[src/gnos_pkg.sv]
// shared types and constants for the grid nearest obstacle search
// no dependencies; imported by every module of the block but gnos_ram
`default_nettype none

package gnos_pkg;

    localparam int CW      = 20;   // signed map column/row width
    localparam int ENT_AW  = 24;   // store address width carried in the queue
    localparam int DW      = 6;    // signed window offset width
    localparam int SQW     = 11;   // raw squared offset width
    localparam int ROOT_STEPS = 16;

    localparam logic       REQ_LOAD  = 1'b0;
    localparam logic       REQ_QUERY = 1'b1;
    localparam logic [7:0] OCCUPIED_VALUE = 8'd100;
    localparam logic [9:0] SQ_MAX = 10'd1023;

    localparam logic [2:0] REG_MAP_WIDTH  = 3'd0;
    localparam logic [2:0] REG_MAP_HEIGHT = 3'd1;
    localparam logic [2:0] REG_CPM        = 3'd2;
    localparam logic [2:0] REG_ORIGIN_COL = 3'd3;
    localparam logic [2:0] REG_ORIGIN_ROW = 3'd4;

    typedef enum logic [2:0] {
        ST_IDLE,
        ST_SCAN,
        ST_DRAIN,
        ST_ROOT,
        ST_OUT
    } back_state_t;

    typedef struct packed {
        logic                  is_query;
        logic                  ld_en;
        logic                  ld_bit;
        logic [ENT_AW-1:0]     addr;
        logic signed [CW-1:0]  col;
        logic signed [CW-1:0]  row;
    } queue_entry_t;

endpackage

`default_nettype wire

[src/gnos_queue.sv]
// short fifo of classified items between the front and back parts
// depends on gnos_pkg
`default_nettype none

module gnos_queue import gnos_pkg::*; #(
    parameter int DEPTH = 4
) (
    input  wire logic         aclk,
    input  wire logic         aresetn,
    input  wire logic         push,
    input  wire queue_entry_t push_data,
    output logic              full,
    input  wire logic         pop,
    output queue_entry_t      head,
    output logic              empty
);

    localparam int PW = $clog2(DEPTH);
    localparam int NW = $clog2(DEPTH + 1);

    queue_entry_t     slot [DEPTH];
    logic [PW-1:0]    wptr_reg, rptr_reg;
    logic [NW-1:0]    count_reg;

    assign full  = (count_reg == NW'(DEPTH));
    assign empty = (count_reg == '0);
    assign head  = slot[rptr_reg];

    always_ff @(posedge aclk) begin
        if (!aresetn) begin
            wptr_reg  <= '0;
            rptr_reg  <= '0;
            count_reg <= '0;
        end else begin
            if (push) begin
                wptr_reg <= (wptr_reg == PW'(DEPTH - 1)) ? '0 : wptr_reg + 1'b1;
            end
            if (pop) begin
                rptr_reg <= (rptr_reg == PW'(DEPTH - 1)) ? '0 : rptr_reg + 1'b1;
            end
            if (push && !pop) begin
                count_reg <= count_reg + 1'b1;
            end else if (pop && !push) begin
                count_reg <= count_reg - 1'b1;
            end
        end
    end

    always_ff @(posedge aclk) begin
        if (push) begin
            slot[wptr_reg] <= push_data;
        end
    end

endmodule

`default_nettype wire

[config.mk]
export PLATFORM = sky130hd
export DESIGN_NAME = gnos_queue
export DESIGN_NICKNAME = d
export VERILOG_FILES = /design/src/gnos_pkg.sv /design/src/gnos_queue.sv
export SDC_FILE = /design/constraint.sdc
export NUM_CORES = 1
export LEC_CHECK = 0
export ABC_AREA = 1
export ABC_CLOCK_PERIOD_IN_PS = 2100
export BUFFER_PORTS_ARGS = -buffer_cell sky130_fd_sc_hd__buf_2
export CORE_MARGIN = 10
export CORE_UTILIZATION = 30
export CTS_BUF_LIST = sky130_fd_sc_hd__clkbuf_4 sky130_fd_sc_hd__clkbuf_8 sky130_fd_sc_hd__clkbuf_16
export CTS_CLUSTER_SIZE = 28
export DETAILED_ROUTE_END_ITERATION = 12
export SYNTH_ARGS = -nofsm -noshare
export SYNTH_HDL_FRONTEND = slang
export SYNTH_SLANG_ARGS = --single-unit
[constraint.sdc]
create_clock -name aclk -period 2.1 [get_ports aclk]
set_input_delay 0.21 -clock aclk [delete_from_list [all_inputs] [get_ports aclk]]
set_output_delay 0.21 -clock aclk [all_outputs]
set_load 0.02 [all_outputs]
# After elaboration in Yosys (flattened, before gate mapping)

Memories as Yosys holds them, arrays and structs flattened. A register that Yosys moved wholly into a read port is not among the register bits.
Cells that the tools add are included.

Add/subtract/negate cells: 4
Equal/unequal tests: 3
Muxes and demuxes: 8
Reductions and logical operators: 6

Operators by type and width:

| cell                                                                | number |
|---|---|
| 2-bit two-way mux                                                   | 4 |
| 3-bit two-way mux                                                   | 2 |
| 2-bit by 1-bit adder with 2-bit output (second input constant)      | 2 |
| 2-bit == test (second input constant)                               | 2 |
| 3-bit by 1-bit adder with 3-bit output (second input constant)      | 1 |
| 3-bit == test (second input constant)                               | 1 |
| 3-bit zero test                                                     | 1 |
| 3-bit by 1-bit subtractor with 3-bit output (second input constant) | 1 |
| 1-bit logical AND                                                   | 2 |
| 1-bit zero test                                                     | 2 |
| 1-bit two-way mux                                                   | 2 |
| 2-bit nonzero test                                                  | 1 |

Flip-flop bits (word level): 7
RAM bits: 268
Input bits: 71
Output and inout port bits: 69
Logic and storage cells: 25
Memories kept: 1

Memories:

| name | depth | width | read ports | clocked after memory_dff | write ports | RTL line         | text |
|---|---|---|---|---|---|---|---|
| slot | 4     | 67    | 1          | 1                        | 1           | gnos_queue.sv:21 | `queue_entry_t slot [DEPTH];` |

# Longest topological paths before layout

Depth after elaboration: 4
Mapped depth: 10
Mapped depth without buffers: 10

# Worst setup path after synthesis

No wires, ideal clock.

Kind: register to register
Start: register wptr_reg[0]
End: memory slot[3][0] in the netlist's numbering (enable)
Setup time: 0.421 ns
Data arrival time: 1.892 ns
Required time: 1.679 ns
Setup slack: -0.213 ns
Cell stages (with the launch flop): 4
Path buffers: 0
Clock period less this slack: 2.313 ns
Path through: dfxtp_1 > ha_1 > nand2_1 > inv_1

RTL lines:

| what                   | RTL line         | text |
|---|---|---|
| from (decl)            | gnos_queue.sv:22 | `logic [PW-1:0] wptr_reg, rptr_reg;` |
| from (signal assigned) | gnos_queue.sv:36 | `wptr_reg <= (wptr_reg == PW'(DEPTH - 1)) ? '0 : wptr_reg + 1'b1;` |
| to (decl)              | gnos_queue.sv:21 |  |

Straight into the memory's write port.

==> results.cfg <==
[status]
status = completed

[critical_path]
worstSetupEndpointType = output pin
crit_buf_inv = 4
crit_family = buffers and inverters
cpMaxStageDelayCell = dfxtp_4
required_ns = 1.89
worst-endpoint-arrival_ns = 1.85
slowest_delay_ns = 0.39
crit_chain = buf_12, buf_6, clkbuf_16, o21ai_0, o22ai_1, buf_4
path_max_fanout = 12
cp-start-kind = flip-flop
crit_type = flip-flop to output pin

[sta]
period_needed_ns = 2.062
worst_pin_slew_ns = 0.4630
hold_violations = 0
fin_skew_ns = 0.01930
setup_viol = 0
tns_ns = 0
max_slew_margin_pct = 69.13
grt_setup_unrepaired = true
max_clock_freq_mhz = 485.0
slew_viol_final = 0
period_share_pct = 98.18

[route]
dr.pass1.iters = 4
drc = 0
detail-route-antenna-nets = 0
drt_wl_total_um = 28030
drt-initial-drc-count = 468
via_per_inst = 4.692
avgRoutedWirePerCell_um = 19.78
vias = 6648

[cells_and_area]
largest_reg_flops = 268
drive_above_1_share_pct = 25.78
fillers = 3191
area.growth.synth_to_final_pct = 34.02
final_net_count = 1018
antenna_cells = 0

[clocking]
cts_buffers = 30
cts_sinks = 277
insertion_delay_ns = 0.55
cts_max_level = 1
cts_root_buf = clkbuf_16
path_clk_slew_ns = 0.06
clockBufferDepth = 3
cts_tree = done

[place]
finalWeightedCongestion = 0.6973
dp_hpwl_um = 14540
port_buffers = 139

[yosys]
synth-simple-area-share_pct = 5.708
yosysUniqueCellTypes = 24
syn_inst = 707
synth_xor_area_share_pct = 0.08412
synth_compound_area_share_pct = 10.76
synth_nets = 785
synth_area_um2 = 10410
synth_top_family_by_area = compound AO/OA/AOI/OAI gates
ys_seq_area_share_pct = 79.03
ys_seq_elements = 277
syn_area_per_cell_um2 = 14.73
ys_warn_count = 0
synth_fa_ha_area_share_pct = 0.9134
synth_mux_area_share_pct = 0

[job]
max_cap_violations = 0

[global_route]
grt-ovfl-total = 0
grt_use_total_pct = 11.69
antenna_found_initial = 1
grt_pass1_vias = 6624
grt_start_max_net_pins = 55
grt_pass1_wl_um = 38820

[floorplan]
start_util_pct = 30.29
die-area_um2 = 42560
die_h_um = 206.3
die_w_um = 206.3
rows = 68
core_um2 = 34370
boundaryPins = 140

[power_and_ir_drop]
finalPower_mw = 13.21
power.density_nw_per_um2 = 946.4
p_leak_nw = 4.941
vdd_drop_max_mv = 0.5402

[hold_path]
hold_class = input pin to flip-flop
-- cells in the final DEF (no fill, tap or decap), types with 5 or more instances in the layout --
cell type	synthesis	routed
edfxtp_1	268	268
clkinv_2	0	5
dfxtp_1	9	7
o22ai_1	67	53
nand2_1	8	8
clkinv_1	0	8
inv_1	14	10
dlygate4sd3_1	0	68
o22ai_2	0	14
buf_12	0	15
clkinvlp_4	0	5
clkbuf_16	0	35
ha_1	6	6
nor2_1	142	140
buf_2	6	91
buf_4	2	54
o21ai_1	3	30
o21ai_0	134	105
clkbuf_4	7	5
buf_16	0	5
-- area by class of cell --
cell class                 instances  area (um2)  area share, %
sequential                       277        8235          59.02
timing repair inverter             3       38.79         0.2780
multi-input combinational        371        1918          13.75
timing repair buffer             241        2132          15.28
inverter                          16       106.4         0.7622
clock inverter                    18       140.1          1.004
tap                              455       569.3          4.080
clock buffer                      36       813.3          5.829
-- worst paths after layout --
check / cells past startpoint / from / slack (ns) / to
worst max-delay path: 6 / flip-flop / 0.04 / head[44]
worst min-delay path: 3 / push / 0.07 / wptr_reg[1]
worst min register to register: 2 / wptr_reg[1] / 0.53 / wptr_reg[1]
worst max register to register: 5 / wptr_reg[1] / 0.58 / slot[1][51]
-- cell usage after synthesis --
| library cell | n | area (um2) |
|---|---|---|
| inv_8 | 1 | 11.26 |
| buf_2 | 6 | 30.03 |
| fa_1 | 1 | 20.02 |
| nor2_1 | 142 | 533.0 |
| dfxtp_1 | 9 | 180.2 |
| nand3_1 | 1 | 5.000 |
| ha_1 | 6 | 75.07 |
| o22ai_1 | 67 | 419.2 |
| clkbuf_4 | 7 | 52.55 |
| clkbuf_1 | 10 | 37.54 |
| buf_8 | 1 | 15.01 |
| o21ai_1 | 3 | 15.01 |
| buf_4 | 2 | 15.01 |
| inv_2 | 1 | 3.750 |
| xor2_1 | 1 | 8.760 |
| o21ai_0 | 134 | 670.6 |
| a21oi_1 | 3 | 15.01 |
| clkbuf_2 | 7 | 35.03 |
| nand2_1 | 8 | 30.03 |
| nand4_1 | 1 | 6.260 |
| edfxtp_1 | 268 | 8048 |
| inv_1 | 14 | 52.55 |
| buf_6 | 10 | 112.6 |
| nor3_1 | 4 | 20.02 |
-- per-layer routing --
layer	global-route usage, %	vias up	wire length, um
li1	-	3138	-
met1	14.74	3293	12430
met2	19.68	184	13490
met3	2.962	31	1728
met4	2.867	2	371
met5	0	-	11
-- tightest hold or removal path: cells and delay by family --
kind	cells	cell delay, ns
compound gates	1	0.07
buf+inv	2	0.26
-- logic make-up (layout without fill, tap and decap cells) --
family | after synthesis | count (layout)
and+or+nand+nor | 156 | 156
adders and majority gates | 7 | 7
DFF | 277 | 277
AOI/OAI and AO/OA | 207 | 207
buffers and inverters | 59 | 314
xor gates and xnor gates | 1 | 1
-- per-stage QoR --
| stage | area, um2 | cells | hold slack [ns] | worst slack, ns | utilization [%] |
|---|---|---|---|---|---|
| after floorplan | 10430 | 707 | 0.3089 | 0.02405 | - |
| after global placement | 11690 | 1275 | 0.4258 | 0.3934 | 34.01 |
| after detailed placement | 11690 | 1275 | 0.4301 | 0.4090 | 34.01 |
| after CTS | 13450 | 1399 | 0.03537 | -0.04401 | 39.14 |
| after global routing | 13950 | 1417 | 0.08032 | -0.05729 | 40.59 |
| final | 13950 | 1417 | 0.06568 | 0.03832 | 40.59 |
-- what timing repair did --
item,4_1_cts,5_1_grt
gates cloned,2,10
buffers inserted,0,8
hold endpoints to repair,271,0
setup endpoints to repair,54,67
gates resized for setup,19,103
hold buffers,68,0
pin swaps,1,6
-- where the power goes --
group	internal (mW)	switching, mW
Clock	2.98	2.04
Sequential	6.31	0.0663
Combinational	0.711	1.10
No activity file was read; power rests on OpenSTA's default activity.
