==> config.mk <==
export PLATFORM = sky130hd
export DESIGN_NAME = gnos_front
export DESIGN_NICKNAME = d
export VERILOG_FILES = /design/src/gnos_pkg.sv /design/src/gnos_front.sv
export SDC_FILE = /design/constraint.sdc
export NUM_CORES = 2
export LEC_CHECK = 0
export BUFFER_PORTS_ARGS = -buffer_cell sky130_fd_sc_hd__buf_2
export CAP_MARGIN = 40
export CELL_PAD_IN_SITES_DETAIL_PLACEMENT = 1
export CELL_PAD_IN_SITES_GLOBAL_PLACEMENT = 1
export CORE_UTILIZATION = 55
export DETAILED_ROUTE_END_ITERATION = 7
export PLACE_DENSITY = 0.89
export SKIP_CTS_REPAIR_TIMING = 1
export SLEW_MARGIN = 10
export SYNTH_ARGS = -nofsm -noshare
export SYNTH_HDL_FRONTEND = slang
export SYNTH_SLANG_ARGS = --single-unit
==> constraint.sdc <==
create_clock -name aclk -period 22.4 [get_ports aclk]
set_input_delay 1.12 -clock aclk [delete_from_list [all_inputs] [get_ports aclk]]
set_output_delay 1.12 -clock aclk [all_outputs]
set_load 0.03 [all_outputs]
==> src/gnos_pkg.sv <==
// shared types and constants for the grid nearest obstacle search
// no dependencies; imported by every module of the block but gnos_ram
`default_nettype none

package gnos_pkg;

    localparam int CW      = 20;   // signed map column/row width
    localparam int ENT_AW  = 24;   // store address width carried in the queue
    localparam int DW      = 6;    // signed window offset width
    localparam int SQW     = 11;   // raw squared offset width
    localparam int ROOT_STEPS = 16;

    localparam logic       REQ_LOAD  = 1'b0;
    localparam logic       REQ_QUERY = 1'b1;
    localparam logic [7:0] OCCUPIED_VALUE = 8'd100;
    localparam logic [9:0] SQ_MAX = 10'd1023;

    localparam logic [2:0] REG_MAP_WIDTH  = 3'd0;
    localparam logic [2:0] REG_MAP_HEIGHT = 3'd1;
    localparam logic [2:0] REG_CPM        = 3'd2;
    localparam logic [2:0] REG_ORIGIN_COL = 3'd3;
    localparam logic [2:0] REG_ORIGIN_ROW = 3'd4;

    typedef enum logic [2:0] {
        ST_IDLE,
        ST_SCAN,
        ST_DRAIN,
        ST_ROOT,
        ST_OUT
    } back_state_t;

    typedef struct packed {
        logic                  is_query;
        logic                  ld_en;
        logic                  ld_bit;
        logic [ENT_AW-1:0]     addr;
        logic signed [CW-1:0]  col;
        logic signed [CW-1:0]  row;
    } queue_entry_t;

endpackage

`default_nettype wire

==> src/gnos_front.sv <==
// front part: accepts items, scales query points to map cells, classifies loads
// depends on gnos_pkg
`default_nettype none

module gnos_front import gnos_pkg::*; #(
    parameter int MAX_WIDTH  = 256,
    parameter int MAX_HEIGHT = 256
) (
    input  wire logic         aclk,
    input  wire logic         aresetn,
    input  wire logic         in_valid,
    output logic              in_ready,
    input  wire logic         req_type,
    input  wire logic [15:0]  cell_index,
    input  wire logic [7:0]   cell_value,
    input  wire logic [23:0]  point_x,
    input  wire logic [23:0]  point_y,
    input  wire logic [23:0]  cells_per_meter,
    input  wire logic [23:0]  origin_col,
    input  wire logic [23:0]  origin_row,
    output logic              push,
    output queue_entry_t      push_data,
    input  wire logic         full
);

    localparam longint STORE_DEPTH = longint'(MAX_WIDTH) * longint'(MAX_HEIGHT);

    logic                s1_valid_reg;
    logic                s1_type_reg;
    logic [15:0]         s1_idx_reg;
    logic [7:0]          s1_val_reg;
    logic signed [48:0]  s1_xprod_reg, s1_yprod_reg;

    logic signed [48:0]  xprod, yprod;
    logic signed [49:0]  org_c, org_r, colq, rowq;
    logic signed [17:0]  col_t, row_t;

    assign in_ready = !s1_valid_reg || !full;
    assign push     = s1_valid_reg && !full;

    assign xprod = $signed(point_x) * $signed({1'b0, cells_per_meter});
    assign yprod = $signed(point_y) * $signed({1'b0, cells_per_meter});

    always_ff @(posedge aclk) begin
        if (!aresetn) begin
            s1_valid_reg <= 1'b0;
        end else if (in_ready) begin
            s1_valid_reg <= in_valid;
        end
    end

    always_ff @(posedge aclk) begin
        if (in_ready && in_valid) begin
            s1_type_reg  <= req_type;
            s1_idx_reg   <= cell_index;
            s1_val_reg   <= cell_value;
            s1_xprod_reg <= xprod;
            s1_yprod_reg <= yprod;
        end
    end

    assign org_c = $signed({{2{origin_col[23]}}, origin_col, 24'b0});
    assign org_r = $signed({{2{origin_row[23]}}, origin_row, 24'b0});
    assign colq  = org_c + $signed({s1_xprod_reg[48], s1_xprod_reg});
    assign rowq  = org_r - $signed({s1_yprod_reg[48], s1_yprod_reg});

    // divide by 2^32 truncating toward zero
    assign col_t = colq[49:32] + 18'(colq[49] && (colq[31:0] != '0));
    assign row_t = rowq[49:32] + 18'(rowq[49] && (rowq[31:0] != '0));

    always_comb begin
        push_data          = '0;
        push_data.is_query = (s1_type_reg == REQ_QUERY);
        push_data.ld_en    = (longint'(s1_idx_reg) < STORE_DEPTH);
        push_data.ld_bit   = (s1_val_reg == OCCUPIED_VALUE);
        push_data.addr     = ENT_AW'(s1_idx_reg);
        push_data.col      = {{(CW-18){col_t[17]}}, col_t};
        push_data.row      = {{(CW-18){row_t[17]}}, row_t};
    end

endmodule

`default_nettype wire

# ---- Word level (Yosys, flattened, before mapping)
# Cells that the tools add are included.
# Widths: inputs -> output; s select.
dict set report totals {
  regBits 124
  in_bits 149
  output_inout_bits 69
  elab_cells 22
}
dict set report op_classes {
  addsub 4
  n_mul 2
  n_eq_ne 1
  n_reduce_logical 9
}
# cell n
set ops {}
lappend ops {{$mul 24x25->49} 2}
lappend ops {{$reduce_bool 32->1} 2}
lappend ops {{$add 48x49->50} 1}
lappend ops {{$sub 48x49->50} 1}
lappend ops {{$add 18x1->18} 2}
lappend ops {{$eq 8x7->1 const B} 1}
lappend ops {{$logic_and 1x1->1} 4}
lappend ops {{$logic_not 1->1} 2}
lappend ops {{$logic_or 1x1->1} 1}

# ---- Depth between registers and ports, before layout
dict set report logic_depth {
  depth_word 4
  mapped_depth 29
  mapped_depth_nobuf 27
}

# ---- Worst setup path before layout
# No wires, ideal clock.
dict set report synth_timing {
  path_type {input -> register}
  from {in cells_per_meter[13]}
  to {reg s1_xprod_reg[44], data pin}
  setup_ns 0.262
  arrival_ns 7.853
  t_required_ns 22.138
  setup_slack_ns 14.284
  path_stages 26
  path_buffers 2
  path_cell_list {clkbuf_1 clkbuf_1 nand2_1 fa_1 fa_1 fa_1 inv_1 fa_1 inv_1 fa_1 inv_1 fa_1 inv_1 fa_1 inv_1 ha_1 nand4_1 nor3_1 a21oi_1 or4_1 a2111oi_0 o21ai_0 a21oi_1 o21ai_0 a21oi_1 xor2_1}
}
dict set report synth_via {
  elab_chain_len 1
}
# item line
set synth_rtl {}
lappend synth_rtl {{from (decl)} gnos_front.sv:18} ;# input wire logic [23:0] cells_per_meter,
lappend synth_rtl {{$mul 24x25->49} gnos_front.sv:41} ;# assign xprod = $signed(point_x) * $signed({1'b0, cells_per_meter});
lappend synth_rtl {{named net xprod[44]} gnos_front.sv:34} ;# logic signed [48:0] xprod, yprod;
lappend synth_rtl {{to (signal assigned)} gnos_front.sv:57} ;# s1_xprod_reg <= xprod;
lappend synth_rtl {{to (decl)} gnos_front.sv:32} ;# logic signed [48:0] s1_xprod_reg, s1_yprod_reg;
# The timed path passes the listed nets, and every way through them passes these cells.
# A chain may end at the register's enable or synchronous reset.

# ---- Worst setup path in the final report
dict set report layout_timing {
  from {in cells_per_meter[21]}
  to {reg s1_yprod_reg[46], data pin}
}
dict set report layout_via {
  elab_chain_len 1
}
# item line
set layout_rtl {}
lappend layout_rtl {{$mul 24x25->49} gnos_front.sv:42} ;# assign yprod = $signed(point_y) * $signed({1'b0, cells_per_meter});
lappend layout_rtl {{named net yprod[46]} gnos_front.sv:34}
lappend layout_rtl {{to (signal assigned)} gnos_front.sv:58} ;# s1_yprod_reg <= yprod;
lappend layout_rtl {{to (decl)} gnos_front.sv:32}
# The timed path passes the listed nets, and every way through them passes these cells.

==> flow_metrics.env <==
export IMPL_hold_depth=2
export IMPL_synth_compound_area_share_pct=5.56
export IMPL_first_iter_violations=1918
export IMPL_outcome="completed"
export IMPL_syn_to_final_growth_pct=5.12
export IMPL_via_count=35400
export IMPL_via_per_inst=5.82
export IMPL_gp_congestion=0.870
export IMPL_finalHoldViolCount=0
export IMPL_synth_most_common_cell="inv_1"
export IMPL_yosysTopAreaCellShare_pct=42.4
export IMPL_clock_skew_final_ns=0.0261
export IMPL_fin_crit_sh_pct=40.5
export IMPL_drv_slew=0
export IMPL_synth_mux_area_share_pct=0.0878
export IMPL_synth_area_per_cell_um2=9.15
export IMPL_drt_total_wl_um=141000
export IMPL_critPathArrivalTime_ns=9.31
export IMPL_grt_max_degree=61
export IMPL_seq_area_frac_synth_pct=8.15
export IMPL_synth_flop_cell="edfxtp_1"
export IMPL_cts_buffers=17
export IMPL_whs_ns=0.540
export IMPL_start_util_pct=55.5
export IMPL_route_detailed_drc=0
export IMPL_final_antenna_net_count=0
export IMPL_place_hpwl_um=110000
export IMPL_worstSetupStartpointType="primary input"
export IMPL_hold_start="s1_valid_reg"
export IMPL_io_pins=218
export IMPL_placed_area_um2=47300
export IMPL_max_freq_mhz=110
export IMPL_die_x_um=290
export IMPL_required_ns=22.63
export IMPL_cts_tree="done"
export IMPL_clkSlewWorstSetupHoldPaths_ns=0.08
export IMPL_synth_edf_count=123
export IMPL_synthXorXnorAreaFrac_pct=2.88
export IMPL_port_buffers=208
export IMPL_die_area_um2=84000
export IMPL_grt_pass1_wl_um=228000
export IMPL_async_flop_share_pct=0
export IMPL_clock_latency_ns=0.52
export IMPL_syn_inst=4982
export IMPL_wl_per_cell_um=23.1
export IMPL_synth_seq_cells=124
export IMPL_finish_instance_area_um2=47900
export IMPL_synth_simple_area_share_pct=17.0
export IMPL_drt_pass1_iterations=5
export IMPL_drive_above_1_share_pct=5.71
export IMPL_reg2reg_setup_slack_ns=20.47
export IMPL_synth_top_cells_by_count="1120 x inv_1, 965 x fa_1, 635 x nand2_1"
export IMPL_rr_worst_depth=5
export IMPL_htreeDepth=4
export IMPL_slew_headroom_pct=37.9
export IMPL_maxCapViolations=0
export IMPL_r2r_start="s1_valid_reg"
export IMPL_cts_sinks=124
export IMPL_cp_startpoint="cells_per_meter[21]"
export IMPL_antenna_found_initial=3
export IMPL_max_clock_path_buffers=2
export IMPL_rsz0062_at_grt="false"
export IMPL_synth_top_family_by_area="adder cells"
export IMPL_synth_warnings=0
export IMPL_synthAdderAreaFrac_pct=55.0
export IMPL_overflow=0
export IMPL_crit_path_end_kind="register"
export IMPL_min_delay_path_class="register to register"
export IMPL_core_um2=82100
export IMPL_nets=6572
export IMPL_critPathKind="primary input to register"
export IMPL_synth_distinct_cells=71
export IMPL_std_cell_rows=105
export IMPL_setup_viol=0
export IMPL_tightest_slew_ns=0.921
export IMPL_yosys_area_top_type="fa_1"
export IMPL_first_global_vias=43500
export IMPL_root_buffer="clkbuf_16"
export IMPL_netlist_area_um2=45600
export IMPL_period_needed_ns=9.08
export IMPL_die_h_um=290
export IMPL_grt_usage_pct=35.0
export IMPL_path_max_fanout=35
export IMPL_tns_ns=0
export IMPL_synth_area_leaders="fa_1 42%, ha_1 13%, inv_1 9.2%, edfxtp_1 8.1%, and2_1 7.7%"
==> cell families (layout without fill, tap and decap cells) <==
group	after synthesis	count (layout)
fa+ha+maj	1423	1423
simple gates	1522	1522
mux	4	4
compound gates	390	390
buf+inv	1367	1391
flops	124	124
xor+xnor	150	150
other cells	2	13
==> cell type report <==
type                       count  area (µm²)
antenna                        4        10.0
clock buffer                  17         425
clock inverter                15         200
fill                        9537       34200
inverter                    1120        4200
multi-input combinational   3498       36700
sequential                   124        3710
tap                         1070        1340
timing repair buffer         239        1310
==> layer usage <==
| layer | up-vias | GRT usage (%) | wire [µm] |
|---|---|---|---|
| met2 | 1372 | 64.9 | 75800 |
| met4 | 0 | 21.9 | 9040 |
| met5 | - | 0 | 0 |
| met3 | 610 | 4.42 | 6740 |
| li1 | 15000 | - | - |
| met1 | 18400 | 37.6 | 49200 |
==> cell usage in the layout (no fill, tap or decap), types with 6 or more instances in the layout <==
cell and n:
a31oi_1 13, nand2_1 635, or2_2 7, a2111oi_0 6, a21oi_1 126, inv_1 1120, conb_1 9, o31ai_1 8
a221oi_1 6, o21ai_0 67, o211ai_1 7, or4_1 8, o21a_1 13, ha_1 458, xnor2_1 103, edfxtp_1 123
nor3_1 32, o21bai_1 21, nor2b_1 37, a21o_1 64, nor4_1 14, xor2_1 47, nor2_1 84, fa_1 965
a21boi_0 6, buf_2 208, and3_1 13, clkbuf_16 17, nand3_1 31, and2_1 558, a211oi_1 7, nand2b_1 47
nand4_1 20, or3_1 6, buf_4 28
==> critical path, cell delays in order <==
cell	delay, ns
buf_2	0.34
buf_4	0.50
nand2_1	0.16
fa_1	0.60
inv_1	0.07
fa_1	0.47
inv_1	0.06
fa_1	0.53
fa_1	0.54
inv_1	0.06
fa_1	0.53
fa_1	0.52
inv_1	0.05
fa_1	0.50
inv_1	0.05
ha_1	0.41
and3_1	0.26
nand3_1	0.16
or4_1	0.49
o2bb2ai_1	0.42
a21o_1	0.24
o221ai_1	0.32
o21ai_0	0.51
a221oi_1	0.18
xnor2_1	0.17
==> through the flow <==
stage               cells  utilization (%)  setup slack, ns
global placement     6048             57.5            13.00
finish               6087             58.4            13.32
floorplan            4989                -            14.28
CTS                  6082             58.3            13.45
detailed placement   6050             57.5            12.95
global route         6086             58.4            13.10
==> path summary, 6_finish.rpt <==
kind,end
min reg2reg,s1_valid_reg
max,s1_yprod_reg[46]
max reg2reg,s1_yprod_reg[43]
min,s1_valid_reg
Power is not shown: default switching activity piles up to over one toggle a cycle in this logic, so the estimate is an artifact.
